--- config.mk ---
export PLATFORM = sky130hd
export DESIGN_NAME = fgr_rand
export DESIGN_NICKNAME = d
export VERILOG_FILES = /design/src/design/fgr_pkg.sv /design/src/design/fgr_rand.sv
export SDC_FILE = /design/constraint.sdc
export NUM_CORES = 1
export LEC_CHECK = 0
export ABC_AREA = 1
export BUFFER_PORTS_ARGS = -buffer_cell sky130_fd_sc_hd__buf_2
export CAP_MARGIN = 0
export CORE_MARGIN = 1
export CORE_UTILIZATION = 28
export CTS_CLUSTER_DIAMETER = 100
export DETAILED_ROUTE_END_ITERATION = 16
export SLEW_MARGIN = 20
export SYNTH_ARGS = -nofsm -noshare
export SYNTH_HDL_FRONTEND = slang
export SYNTH_SLANG_ARGS = --single-unit
--- constraint.sdc ---
create_clock -name clock -period 5.1 [get_ports clock]
set_clock_uncertainty 0.2 [all_clocks]
set_input_delay 0.51 -clock clock [delete_from_list [all_inputs] [get_ports clock]]
set_output_delay 0.51 -clock clock [all_outputs]
set_load 0.1 [all_outputs]
--- src/design/fgr_pkg.sv ---
// ----------------------------------------------------------------------------
// fgr_pkg
// Shared constants, cell layout and the interface types between the
// top level, the rain grid engine and its random number unit.
// ----------------------------------------------------------------------------
package fgr_pkg;

   localparam int GRID_COLS   = 40;
   localparam int GRID_ROWS   = 25;
   localparam int CELLS       = GRID_COLS * GRID_ROWS;
   localparam int BOTTOM_BASE = (GRID_ROWS - 1) * GRID_COLS;

   localparam int CELL_AW  = $clog2(CELLS);
   localparam int COL_W    = $clog2(GRID_COLS);

   localparam int CNT_W    = 4;
   localparam int GLYPH_W  = 7;
   localparam int ROW_IN_W = 5;
   localparam int COL_IN_W = 6;
   localparam int CFG_W    = 4;
   localparam int CSR_AW   = 1;

   localparam int LFSR_W     = 16;
   localparam logic [LFSR_W-1:0] LFSR_SEED = 16'hACE1;
   localparam int GLYPH_MOD  = 93;
   localparam int GLYPH_BASE = 33;
   localparam int CNT_MAX    = 15;

   localparam int DIV_MAX = (GRID_COLS > GLYPH_MOD) ? GRID_COLS : GLYPH_MOD;
   localparam int DIV_W   = $clog2(DIV_MAX + 1);

   localparam logic CMD_TICK = 1'b0;
   localparam logic CMD_READ = 1'b1;

   localparam logic [CSR_AW-1:0] CSR_MIN_LENGTH  = 1'b0;
   localparam logic [CSR_AW-1:0] CSR_LENGTH_SPAN = 1'b1;

   typedef struct packed {
      logic [CNT_W-1:0]   count;
      logic [GLYPH_W-1:0] glyph;
   } cell_type;

   typedef enum logic [1:0] {
      OP_GLYPH = 2'd0,
      OP_COL   = 2'd1,
      OP_LEN   = 2'd2
   } rand_op_type;

   typedef struct packed {
      logic        start;
      rand_op_type op;
   } rand_req_type;

   typedef struct packed {
      logic             busy;
      logic             done;
      logic [DIV_W-1:0] value;
   } rand_rsp_type;

   typedef struct packed {
      logic                accept;
      logic                cmd;
      logic [ROW_IN_W-1:0] row;
      logic [COL_IN_W-1:0] col;
   } eng_req_type;

   typedef struct packed {
      logic               valid;
      logic [GLYPH_W-1:0] glyph;
      logic [CNT_W-1:0]   remaining;
   } rd_rsp_type;

endpackage

--- src/design/fgr_rand.sv ---
// ----------------------------------------------------------------------------
// fgr_rand
// Fibonacci LFSR with a bit-serial remainder unit. A draw advances the
// LFSR by one, three or four steps, then reduces it by the chosen divisor.
// ----------------------------------------------------------------------------
module fgr_rand (
   input  logic                       clock,
   input  logic                       reset,
   input  fgr_pkg::rand_req_type      rand_req,
   input  logic [fgr_pkg::CFG_W-1:0]  min_length,
   input  logic [fgr_pkg::CFG_W-1:0]  length_span,
   output fgr_pkg::rand_rsp_type      rand_rsp
);

   localparam int CNT_IT_W = $clog2(fgr_pkg::LFSR_W);

   logic [fgr_pkg::LFSR_W-1:0] lfsr_ff, lfsr_in;
   logic [fgr_pkg::LFSR_W-1:0] dvd_ff, dvd_in;
   logic [fgr_pkg::DIV_W-1:0]  rem_ff, rem_in;
   logic [fgr_pkg::DIV_W-1:0]  div_ff, div_in;
   logic [fgr_pkg::DIV_W-1:0]  value_ff, value_in;
   logic [CNT_IT_W-1:0]        iter_ff, iter_in;
   fgr_pkg::rand_op_type       op_ff, op_in;
   logic                       busy_ff, busy_in;
   logic                       done_ff, done_in;

   logic [fgr_pkg::LFSR_W-1:0] s1, s2, s3, s4, adv;
   logic [fgr_pkg::DIV_W:0]    trial;
   logic [fgr_pkg::DIV_W-1:0]  rem_next;
   logic [fgr_pkg::DIV_W-1:0]  len_sum;

   function automatic logic [fgr_pkg::LFSR_W-1:0] lfsr_step(
      input logic [fgr_pkg::LFSR_W-1:0] v
   );
      logic b;
      b = v[0] ^ v[2] ^ v[3] ^ v[5];
      return {b, v[fgr_pkg::LFSR_W-1:1]};
   endfunction

   always_comb begin
      s1 = lfsr_step(lfsr_ff);
      s2 = lfsr_step(s1);
      s3 = lfsr_step(s2);
      s4 = lfsr_step(s3);

      trial = {rem_ff, dvd_ff[fgr_pkg::LFSR_W-1]};
      if (trial >= {1'b0, div_ff}) begin
         rem_next = fgr_pkg::DIV_W'(trial - {1'b0, div_ff});
      end else begin
         rem_next = trial[fgr_pkg::DIV_W-1:0];
      end
      len_sum = rem_next + fgr_pkg::DIV_W'(min_length);

      lfsr_in  = lfsr_ff;
      dvd_in   = dvd_ff;
      rem_in   = rem_ff;
      div_in   = div_ff;
      value_in = value_ff;
      iter_in  = iter_ff;
      op_in    = op_ff;
      busy_in  = busy_ff;
      done_in  = 1'b0;
      adv      = s1;

      if (rand_req.start && !busy_ff) begin
         unique case (rand_req.op)
            fgr_pkg::OP_GLYPH: begin
               adv    = s3;
               div_in = fgr_pkg::DIV_W'(fgr_pkg::GLYPH_MOD);
            end
            fgr_pkg::OP_COL: begin
               adv    = s4;
               div_in = fgr_pkg::DIV_W'(fgr_pkg::GRID_COLS);
            end
            fgr_pkg::OP_LEN: begin
               adv    = s1;
               div_in = (length_span == '0) ? fgr_pkg::DIV_W'(1)
                                            : fgr_pkg::DIV_W'(length_span);
            end
            default: begin
               adv    = s1;
               div_in = fgr_pkg::DIV_W'(1);
            end
         endcase
         lfsr_in = adv;
         dvd_in  = adv;
         rem_in  = '0;
         iter_in = '0;
         op_in   = rand_req.op;
         busy_in = 1'b1;
      end else if (busy_ff) begin
         rem_in  = rem_next;
         dvd_in  = {dvd_ff[fgr_pkg::LFSR_W-2:0], 1'b0};
         iter_in = iter_ff + CNT_IT_W'(1);
         if (iter_ff == CNT_IT_W'(fgr_pkg::LFSR_W - 1)) begin
            busy_in = 1'b0;
            done_in = 1'b1;
            unique case (op_ff)
               fgr_pkg::OP_GLYPH: value_in = rem_next + fgr_pkg::DIV_W'(fgr_pkg::GLYPH_BASE);
               fgr_pkg::OP_LEN: begin
                  value_in = (len_sum > fgr_pkg::DIV_W'(fgr_pkg::CNT_MAX))
                             ? fgr_pkg::DIV_W'(fgr_pkg::CNT_MAX) : len_sum;
               end
               default: value_in = rem_next;
            endcase
         end
      end
   end

   always_ff @(posedge clock) begin
      if (reset) begin
         lfsr_ff <= fgr_pkg::LFSR_SEED;
         busy_ff <= 1'b0;
         done_ff <= 1'b0;
      end else begin
         lfsr_ff <= lfsr_in;
         busy_ff <= busy_in;
         done_ff <= done_in;
      end
   end

   always_ff @(posedge clock) begin
      dvd_ff   <= dvd_in;
      rem_ff   <= rem_in;
      div_ff   <= div_in;
      value_ff <= value_in;
      iter_ff  <= iter_in;
      op_ff    <= op_in;
   end

   assign rand_rsp.busy  = busy_ff;
   assign rand_rsp.done  = done_ff;
   assign rand_rsp.value = value_ff;

endmodule

* Word-level counts from Yosys, hierarchy flattened *
Index checks and enable logic that the tools add are counted.

word-level totals
  output and inout port bits = 9
  flip-flop bits (word level) = 61
  logic and storage cells = 53
  memories kept = 0
  latch bits = 0
  memory bits (read-only) = 0
  memory bits (writable) = 0

operators by class
  add/sub/neg operators = 4
  div/mod/pow operators = 0
  equality and inequality tests = 4
  shift operators = 0
  multipliers = 0
  magnitude comparators = 2
  muxes and demuxes = 12
  reduce and logical (&&, ||, !) cells = 8
  bitwise operators = 14

operator list
  kind                                                            number
  two-way mux 16 bit                                              2
  case mux 16 bit (2 select lines)                                1
  case mux 7 bit (3 select lines)                                 1
  two-way mux 7 bit                                               2
  case mux 7 bit (2 select lines)                                 1
  XOR 1 bit                                                       12
  >= comparator 8 x 7 -> 1 bit                                    1
  adder 7 x 4 -> 7 bit                                            1
  adder 7 x 6 -> 7 bit (second input constant)                    1
  greater-than comparator 7 x 4 -> 1 bit (second input constant)  1
  subtractor 7 bit                                                1
  adder 4 x 1 -> 4 bit (second input constant)                    1
  == test 2 bit (second input constant)                           2
  == test 4 bit (second input constant)                           1
  logical NOT 2 bit                                               2
  logical NOT 4 bit                                               1
  two-way mux 1 bit                                               4
  two-way mux 4 bit                                               1
  AND reduction 3 bit                                             1
  OR reduction 3 bit                                              1
  == test 2 x 1 -> 1 bit (second input constant)                  1
  NOT 1 bit                                                       2
  nonzero test 2 bit                                              1
  logical AND 1 bit                                               1
  logical NOT 1 bit                                               1

* Depth between registers and ports, before layout *
Gate-level depths: netlist of run 1.

  depth after elaboration = 6
  gate-level depth with buffers = 24

* Least setup slack after synthesis of run 1 *
No wires, ideal clock.

  path type = register -> register
  start = register dvd_ff[15] (netlist bit)
  end = register value_ff[3] (netlist bit) (data pin)
  setup slack = 1.760 ns
  setup time = 0.252 ns
  stages on the path, launching flop included = 22
  path buffers = 1
  arrival = 2.888 ns
  data required time = 4.648 ns
  clock period less this slack = 3.340 ns
  path through = edfxtp_1 -> inv_1 -> ha_1 -> inv_1 -> fa_1 -> nand3_1 -> nand2_1 -> nand2_1 -> nand3_4 -> buf_8 -> nand2_2 -> o21ai_4 -> ha_1 -> fa_1 -> nand3_1 -> nand3_1 -> nand2_1 -> nand3_2 -> nand2_2 -> nand3_1 -> nand2_1 -> nand2_1

between the ends
  word-level cells in the longest chain between the ends = 6
  elaborated cells on any way between the ends = 8

ends and longest elaborated chain
  what                                                                     line                            source
  start, declared                                                          fgr_rand.sv:18                  logic [fgr_pkg::LFSR_W-1:0] dvd_ff, dvd_in;
  start signal, assigned                                                   fgr_rand.sv:123                 dvd_ff <= dvd_in;
  subtractor 7 bit / >= comparator 8 x 7 -> 1 bit (equally long branches)  fgr_rand.sv:48, fgr_rand.sv:47
  two-way mux 7 bit *                                                      fgr_rand.sv:47                  if (trial >= {1'b0, div_ff}) begin
  net rem_next (one bit)                                                   fgr_rand.sv:29                  logic [fgr_pkg::DIV_W-1:0] rem_next;
  adder 7 x 4 -> 7 bit                                                     fgr_rand.sv:52                  len_sum = rem_next + fgr_pkg::DIV_W'(min_length);
  greater-than comparator 7 x 4 -> 1 bit                                   fgr_rand.sv:101                 value_in = (len_sum > fgr_pkg::DIV_W'(fgr_pkg::CNT_MAX))
  two-way mux 7 bit                                                        fgr_rand.sv:102                 ? fgr_pkg::DIV_W'(fgr_pkg::CNT_MAX) : len_sum;
  case mux 7 bit (2 select lines) *                                        fgr_rand.sv:98                  unique case (op_ff)
  end signal, assigned                                                     fgr_rand.sv:126                 value_ff <= value_in;
  end, declared                                                            fgr_rand.sv:21                  logic [fgr_pkg::DIV_W-1:0] value_ff, value_in;

The timed path passes the listed nets; every way through them passes the cells marked *.
A chain may end at the register's enable or synchronous reset.

* Final worst setup path of run 1 *
Ends and elaborated chain as after synthesis.

==> reports/metrics.csv, run 1 <==
stage,metric,value,unit
synthesis,"Avg Cell Area, Syn",7.957,µm²
clock_network,Resized cells post-CTS,0,
global_route,largest net degree at the start of global routing,33,
sta,Fmax,0.2744,GHz
layout,most used cells in the layout excluding fill and tap cells,"nand2_1 (117), inv_1 (65), nor2_1 (31), edfxtp_1 (31), dfxtp_1 (29)",
pwr,Cell Int Power,1.344,mW
outcome,status,"complete, no violations",
run,max-cap viol count,0,
synthesis,synth warn,0,
layout,"most common cell after layout, fill and taps aside",nand2_1,
detailed_routing,routed vias/inst,4.568,
synthesis,post-synthesis xor/xnor area fraction,3.216,%
synthesis,simple-gate share of the synthesized area,26.04,%
clock_network,CTS tree,built,
placement,DP Wirelength,5.525,mm
detailed_routing,drt pass-1 iters,7,
sta,Pins Over Slew Limit,0,
synthesis,Mapped Area,3541,µm²
pwr,switch share,40.19,%
placement,GPL Wtd Cong,0.8225,
clock_network,CTS buffer count,9,
synthesis,"Seq/Total Area, Yosys",42.69,%
layout,Final Net Count,495,
pwr,combinational power share,46.2,%
clock_network,Clk Tree Root Cell,clkbuf_16,
synthesis,synth top area cells,"edfxtp_1 (26%), dfxtp_1 (16%), nand2_1 (12%), inv_1 (6.9%), ha_1 (4.9%)",
detailed_routing,routed wire length per instance,11.70,µm
synthesis,Yosys top cell by area,edfxtp_1,
sta,setup TNS,0,ps
synthesis,synth unique cells,36,
worst_setup_path,crit path DAT,3520,ps
synthesis,Mapped Nets,474,
layout,Syn-to-layout area delta,15.62,%
pwr,Pwr per Cell Area,548.9,nW/µm²
sta,final worst path period share,71.45,%
die,I/O pins,22,
pwr,peak supply drop,0.0002490,V
clock_network,clock-pin transition on the worst setup and hold timing paths,50,ps
detailed_routing,DR vias,2919,
worst_setup_path,Crit Path Class,reg -> reg,
worst_setup_path,"Max FO, Critical Path",12,
layout,Ant. Diodes,0,
layout,fraction of layout cells with a size suffix above 1,12.53,%
die,die area,13100,µm²
sta,Fin. Hold Viols,0,
die,Die Wd,114.5,µm
global_route,global route overflow,0,
synthesis,Cells after Synth,445,
clock_network,clk sinks,60,
clock_network,Post-CTS Setup Bufs,0,
synthesis,Synth Area in Adders,6.078,%
die,Initial Utilization,29.12,%
synthesis,portion of netlist area occupied by mux cells,0,%
die,die height,114.5,µm
sta,RSZ-0062 raised after global routing,no,
worst_setup_path,CP required,4980,ps
clock_network,CTS Hold Buffers Added,0,
detailed_routing,drt drc,0,
sta,post-layout min period,3644,ps
die,total core area,12160,µm²
pwr,Clk pwr share,26.0,%
detailed_routing,antenna-violating nets left,0,
worst_setup_path,CP startpoint kind,register,
synthesis,post-synthesis compound-gate area fraction,12.83,%
global_route,gr usage total,12.32,%
synthesis,register bit total from synthesis,60,
synthesis,"EDFF count, synth",31,
pwr,total design power,2.247,mW
synthesis,largest family of logic cells by synthesized area,simple AND/OR/NAND/NOR gates,
clock_network,CTS H-Tree Depth,3,
placement,Port Buffers,21,
detailed_routing,DRT iter0 DRCs,129,
sta,Slew Limit Headroom,45.59,%
global_route,global-route wire length before repair,12.64,mm
clock_network,clk buf depth,2,
detailed_routing,WL final,7.476,mm
global_route,number of global-route vias before repair,2791,
die,std cell rows,40,
pwr,sequential share of power,27.8,%
sta,Worst Tran Pin Value,811.2,ps
synthesis,ys flop type,edfxtp_1,
sta,# setup viols final,0,
pwr,Psw,903.1,µW
synthesis,Synth top area share,26.29,%
global_route,initial antenna violation count,0,
pwr,Leak,1.881,nW
min_path,Hold Crit Class,in -> reg,
clock_network,worst-skew pair later-pin latency,330,ps
synthesis,Post-synth ARST share,0,%
worst_setup_path,crit path capture type,register,
final cells by class:
type	instances	area, µm²
clock inverter	1	5.005
sequential	60	1511
clock buffer	15	287.8
timing repair buffer	22	112.6
fill	1288	8068
multi-input combinational	304	1708
inverter	69	259.0
tap	168	210.2
power by group through the flow:
stage	logic, mW	clock network, mW	registers [mW]
after CTS	1.04	0.600	0.625
after global routing	1.19	0.613	0.630
after detailed placement	1.04	0	0.634
final	1.04	0.584	0.624
after global placement	1.03	0	0.633
after floorplan	0.883	0	0.622
synthesized netlist by cell type, types with 4 or more instances:
master	count
clkbuf_1	8
inv_1	65
xor2_1	4
nand2_4	5
nand2_1	117
xnor2_1	9
dfxtp_1	29
ha_1	14
a21oi_1	21
nor2_1	32
o211ai_1	10
nand3_1	25
o22ai_1	17
o21ai_0	21
edfxtp_1	31
nand3_2	4
nand4_1	5
flip-flops by register name (all words and copies together) (netlist names):
name,flops
done_ff,1
dvd_ff,16
busy_ff,1
lfsr_ff,16
rem_ff,7
iter_ff,4
value_ff,7
op_ff,2
div_ff,6
per-stage QoR:
stage | hold WS, ps | utilization [%] | area (µm²) | setup WS [ps] | cells
floorplan | 242.3 | - | 3541 | 1760 | 445
global placement | 256.3 | 31.26 | 3801 | 1604 | 623
detailed placement | 262.7 | 31.26 | 3801 | 1476 | 623
CTS | 243.9 | 33.66 | 4094 | 1443 | 639
global route | 267.5 | 33.66 | 4094 | 1182 | 639
finish | 259.1 | 33.66 | 4094 | 1456 | 639
worst paths after layout:
check | from | endpoint | slack, ps | cells after the start
setup / recovery | dvd_ff[15] | value_ff[3] | 1460 | 20
setup reg to reg | dvd_ff[15] | value_ff[3] | 1460 | 20
hold / removal | rand_req[0] | op_ff[0] | 260 | 1
hold reg to reg | lfsr_ff[9] | lfsr_ff[9] | 270 | 2
worst max-delay path: stages (launching register included):
cell	delay, ps
edfxtp_1	350
inv_1	120
ha_1	150
inv_1	60
fa_1	430
nand3_1	160
nand2_1	90
nand2_1	100
nand3_4	200
nand2_2	140
o21ai_4	90
ha_1	220
fa_1	410
nand3_1	100
nand3_1	110
nand2_1	100
nand3_2	60
nand2_2	80
nand3_1	80
nand2_1	70
nand2_1	50
per-layer routing:
metal | up-vias | routed length (µm) | global-route usage (%)
met5 | - | 0 | 0
met4 | 0 | 159 | 5.455
met1 | 1344 | 3445 | 14.48
li1 | 1510 | - | -
met2 | 47 | 3623 | 21.21
met3 | 18 | 248 | 3.070
cells by family (layout without fill, tap and decap cells):
| family | Yosys count | after routing |
|---|---|---|
| AND/OR/NAND/NOR | 200 | 200 |
| XOR/XNOR | 13 | 13 |
| buffers and inverters | 81 | 107 |
| adder cells (fa/ha/maj) | 16 | 16 |
| AO/OA/AOI/OAI | 75 | 75 |
| flip-flops | 60 | 60 |
Note: power is estimated with default switching activity, not from simulation.
==> run 2: changes to the inputs <==
ABC_AREA = 0   (was 1)
clock period = 3.2 ns   (was 5.1 ns; I/O delays follow)
==> run 2 against run 1 <==
Effect of this change:
- the run now ends with setup timing left
- synthesized cell count fell by 16%
- first-iteration DRC count rose by 18%
- sequential share of layout area is 3.7 points lower
- final area rose by 11%
- critical path type unchanged
- largest power group unchanged
- highest routed layer unchanged
==> reports/metrics.csv, run 2 <==
stage,metric,value,unit
clock_network,worst-skew pair later-pin latency,330,ps
synthesis,register bit total from synthesis,60,
global_route,global-route wire length before repair,13.32,mm
layout,Ant. Diodes,0,
sta,Slew Limit Headroom,41.64,%
min_path,hold depth,2,
worst_setup_path,critical path cell sequence,"inv_2, ha_4, inv_2, fa_2, a211oi_4, o211ai_2, a31o_4, buf_4, mux2_2, ha_1, a21oi_1, nand2_2, or4_4, o31ai_4, a31oi_1",
sta,setup ws final,-816.4,ps
worst_setup_path,Crit-path slowest cell,or4_4,
placement,Placed Instances,583,
die,I/O pins,22,
layout,register area,1511,µm²
die,die height,113.7,µm
synthesis,synth warn,0,
layout,fraction of layout cells with a size suffix above 1,27.05,%
worst_setup_path,"Max FO, Critical Path",4,
detailed_routing,drt pass-1 iters,4,
synthesis,"Seq/Total Area, Yosys",43.28,%
worst_setup_path,Critical path origin,dvd_ff[15],
sta,Pins Over Slew Limit,0,
synthesis,Mapped Area,3492,µm²
synthesis,Commonest cells post-synth,"nand2_1 (64), edfxtp_1 (31), dfxtp_1 (29), nor2_1 (26), a21oi_1 (23)",
run,max-cap viol count,0,
synthesis,Synth top area share,26.66,%
pwr,Clk pwr share,24.1,%
global_route,global route overflow,0,
worst_setup_path,RR Startpoint,dvd_ff[15],
clock_network,CTS buffer count,9,
die,Die Wd,113.7,µm
placement,GPL Wtd Cong,0.7911,
synthesis,synth unique cells,54,
outcome,status,"finished, violations left",
sta,Fmax,0.2490,GHz
synthesis,ys flop type,edfxtp_1,
layout,top flop regs,"dvd_ff: 16 flops, lfsr_ff: 16 flops",
die,Initial Utilization,28.95,%
placement,Area after DPL,4076,µm²
detailed_routing,routed vias/inst,4.694,
detailed_routing,routed wire length per instance,13.18,µm
layout,Final Net Count,464,
detailed_routing,antenna-violating nets left,0,
global_route,initial antenna violation count,0,
clock_network,clk sinks,60,
clock_network,CTS H-Tree Depth,3,
die,std cell rows,40,
clock_network,Clk Tree Root Cell,clkbuf_16,
layout,layout filler cell count,1201,
sta,RSZ-0062 raised after global routing,yes,
worst_setup_path,CP Depth,15,
pwr,Cell Int Power,2.693,mW
clock_network,CTS Hold Buffers Added,0,
worst_setup_path,crit path DAT,3880,ps
worst_setup_path,"Largest stage delay, worst path",550,ps
die,die area,12920,µm²
worst_setup_path,Worst setup endpoint,value_ff[2],
worst_setup_path,FF-to-FF End,value_ff[2],
placement,Port Buffers,21,
layout,Finished Cell Area,4543,µm²
worst_setup_path,Crit Path Class,reg -> reg,
pwr,combinational power share,51.2,%
sta,final worst path period share,125.5,%
worst_setup_path,CP most frequent cell,inv_2,
synthesis,Cells after Synth,372,
detailed_routing,WL final,8.014,mm
layout,post-route insts no fill,608,
sta,setup TNS,-4285,ps
pwr,Leak,1.919,nW
worst_setup_path,Crit path buffers/inverters,3,
synthesis,"EDFF count, synth",31,
placement,DP Wirelength,5.632,mm
sta,Fin. Hold Viols,0,
sta,WHS,42.80,ps
global_route,largest net degree at the start of global routing,40,
pwr,Pwr per Cell Area,896.3,nW/µm²
layout,most used cells in the layout excluding fill and tap cells,"nand2_1 (63), buf_4 (51), edfxtp_1 (31)",
detailed_routing,drt drc,0,
die,total core area,12060,µm²
synthesis,"Avg Cell Area, Syn",9.387,µm²
synthesis,synth top area cells,"edfxtp_1 (27%), dfxtp_1 (17%), nand2_1 (6.9%), mux2i_1 (5.4%), ha_1 (5.0%)",
synthesis,Yosys top cell by area,edfxtp_1,
clock_network,clock-pin transition on the worst setup and hold timing paths,50,ps
worst_setup_path,crit path capture type,register,
synthesis,Post-synth ARST share,0,%
pwr,sequential share of power,24.7,%
sta,Worst Tran Pin Value,874.5,ps
synthesis,Mapped Nets,401,
worst_setup_path,FF-to-FF path depth,15,
layout,multi-input combinational cell area,1932,µm²
worst_setup_path,Worst R2R Setup Slack,-820,ps
worst_setup_path,family with the most delay on the worst path,compound AO/OA/AOI/OAI gates,
synthesis,most common cell in the netlist,nand2_1,
global_route,number of global-route vias before repair,2859,
global_route,gr usage total,13.03,%
clock_network,CTS tree,built,
worst_setup_path,CP startpoint kind,register,
min_path,Hold Crit Class,in -> reg,
pwr,peak supply drop,0.0003264,V
layout,"most common cell after layout, fill and taps aside",nand2_1,
pwr,switch share,33.86,%
pwr,Psw,1.379,mW
worst_setup_path,CP required,3060,ps
detailed_routing,DR vias,2854,
sta,post-layout min period,4016,ps
clock_network,clk buf depth,2,
detailed_routing,DRT iter0 DRCs,152,
layout,Syn-to-layout area delta,30.10,%
layout,Final Util,37.67,%
sta,# setup viols final,7,
outcome,violated checks,setup timing,
run 2: changes by cell type after synthesis, sizes merged, moves of 9 or more:
cell | before | now
clkbuf | 8 | 17
inv | 67 | 15
mux2i | 0 | 20
nand2 | 124 | 64
nand3 | 31 | 4
o22ai | 17 | 1
run 2: worst register-to-register path: stages, from the launching register on:
cell and delay, ps:
edfxtp_1 370, inv_2 80, ha_4 130, inv_2 30, fa_2 360, a211oi_4 270
o211ai_2 140, a31o_4 270, buf_4 150, mux2_2 320, ha_1 340, a21oi_1 210
nand2_2 110, or4_4 550, o31ai_4 90, a31oi_1 130
run 2: cell families (layout without fill, tap and decap cells):
family,after synthesis,count (layout),share of synthesized area [%]
simple gates,135,135,18.06
xor+xnor,16,16,4.013
flops,60,60,43.28
buf+inv,38,106,4.837
compound gates,81,81,15.77
fa+ha+maj,16,16,6.163
mux,26,26,7.882
run 2: timing repair:
action,in CTS,in global routing
pin swaps,7,11
buffers inserted,5,4
endpoints found under the setup margin,6,7
endpoints found under the hold margin,0,0
resized for setup,7,10
run 2: cell type report:
class / instances / area share (%)
timing repair buffer: 75 / 11.57
tap: 168 / 4.627
clock buffer: 14 / 6.031
clock inverter: 2 / 0.7436
inverter: 15 / 1.239
sequential: 60 / 33.27
multi-input combinational: 274 / 42.52
run 2: power groups by stage:
| stage | sequential (mW) | combinational, mW | clock [mW] |
|---|---|---|---|
| after detailed placement | 1.02 | 1.76 | 0 |
| after global placement | 1.02 | 1.72 | 0 |
| after floorplan | 1.00 | 1.12 | 0 |
| final | 1.01 | 2.09 | 0.981 |
| after global routing | 1.02 | 2.27 | 1.03 |
| after CTS | 1.01 | 1.91 | 1.01 |
run 2: metrics by stage:
| step | setup WS, ps | power (mW) |
|---|---|---|
| detailed placement | -711.3 | 2.783 |
| finish | -816.4 | 4.072 |
| floorplan | -715.6 | 2.121 |
| global route | -940.7 | 4.318 |
| global placement | -626.1 | 2.741 |
| CTS | -707.2 | 3.922 |
run 2: worst min path at each step:
stage / endpoint / start / slack [ps]
6_report: iter_ff[1] / rand_req[2] / 40
2_1_floorplan: op_ff[0] / rand_req[0] / 220
5_1_grt: iter_ff[2] / rand_req[2] / 70
4_1_cts: iter_ff[2] / rand_req[2] / 40
3_5_place_dp: iter_ff[3] / iter_ff[3] / 250
3_3_place_gp: iter_ff[3] / iter_ff[3] / 240
run 2: metal layers:
metal / GRT usage, % / part of all wire (%) / wire length, µm
met3: 3.719 / 4.6 / 369
met2: 22.36 / 49 / 3955
met1: 15.24 / 44 / 3541
met5: 0 / 0 / 0
met4: 5.351 / 1.8 / 148
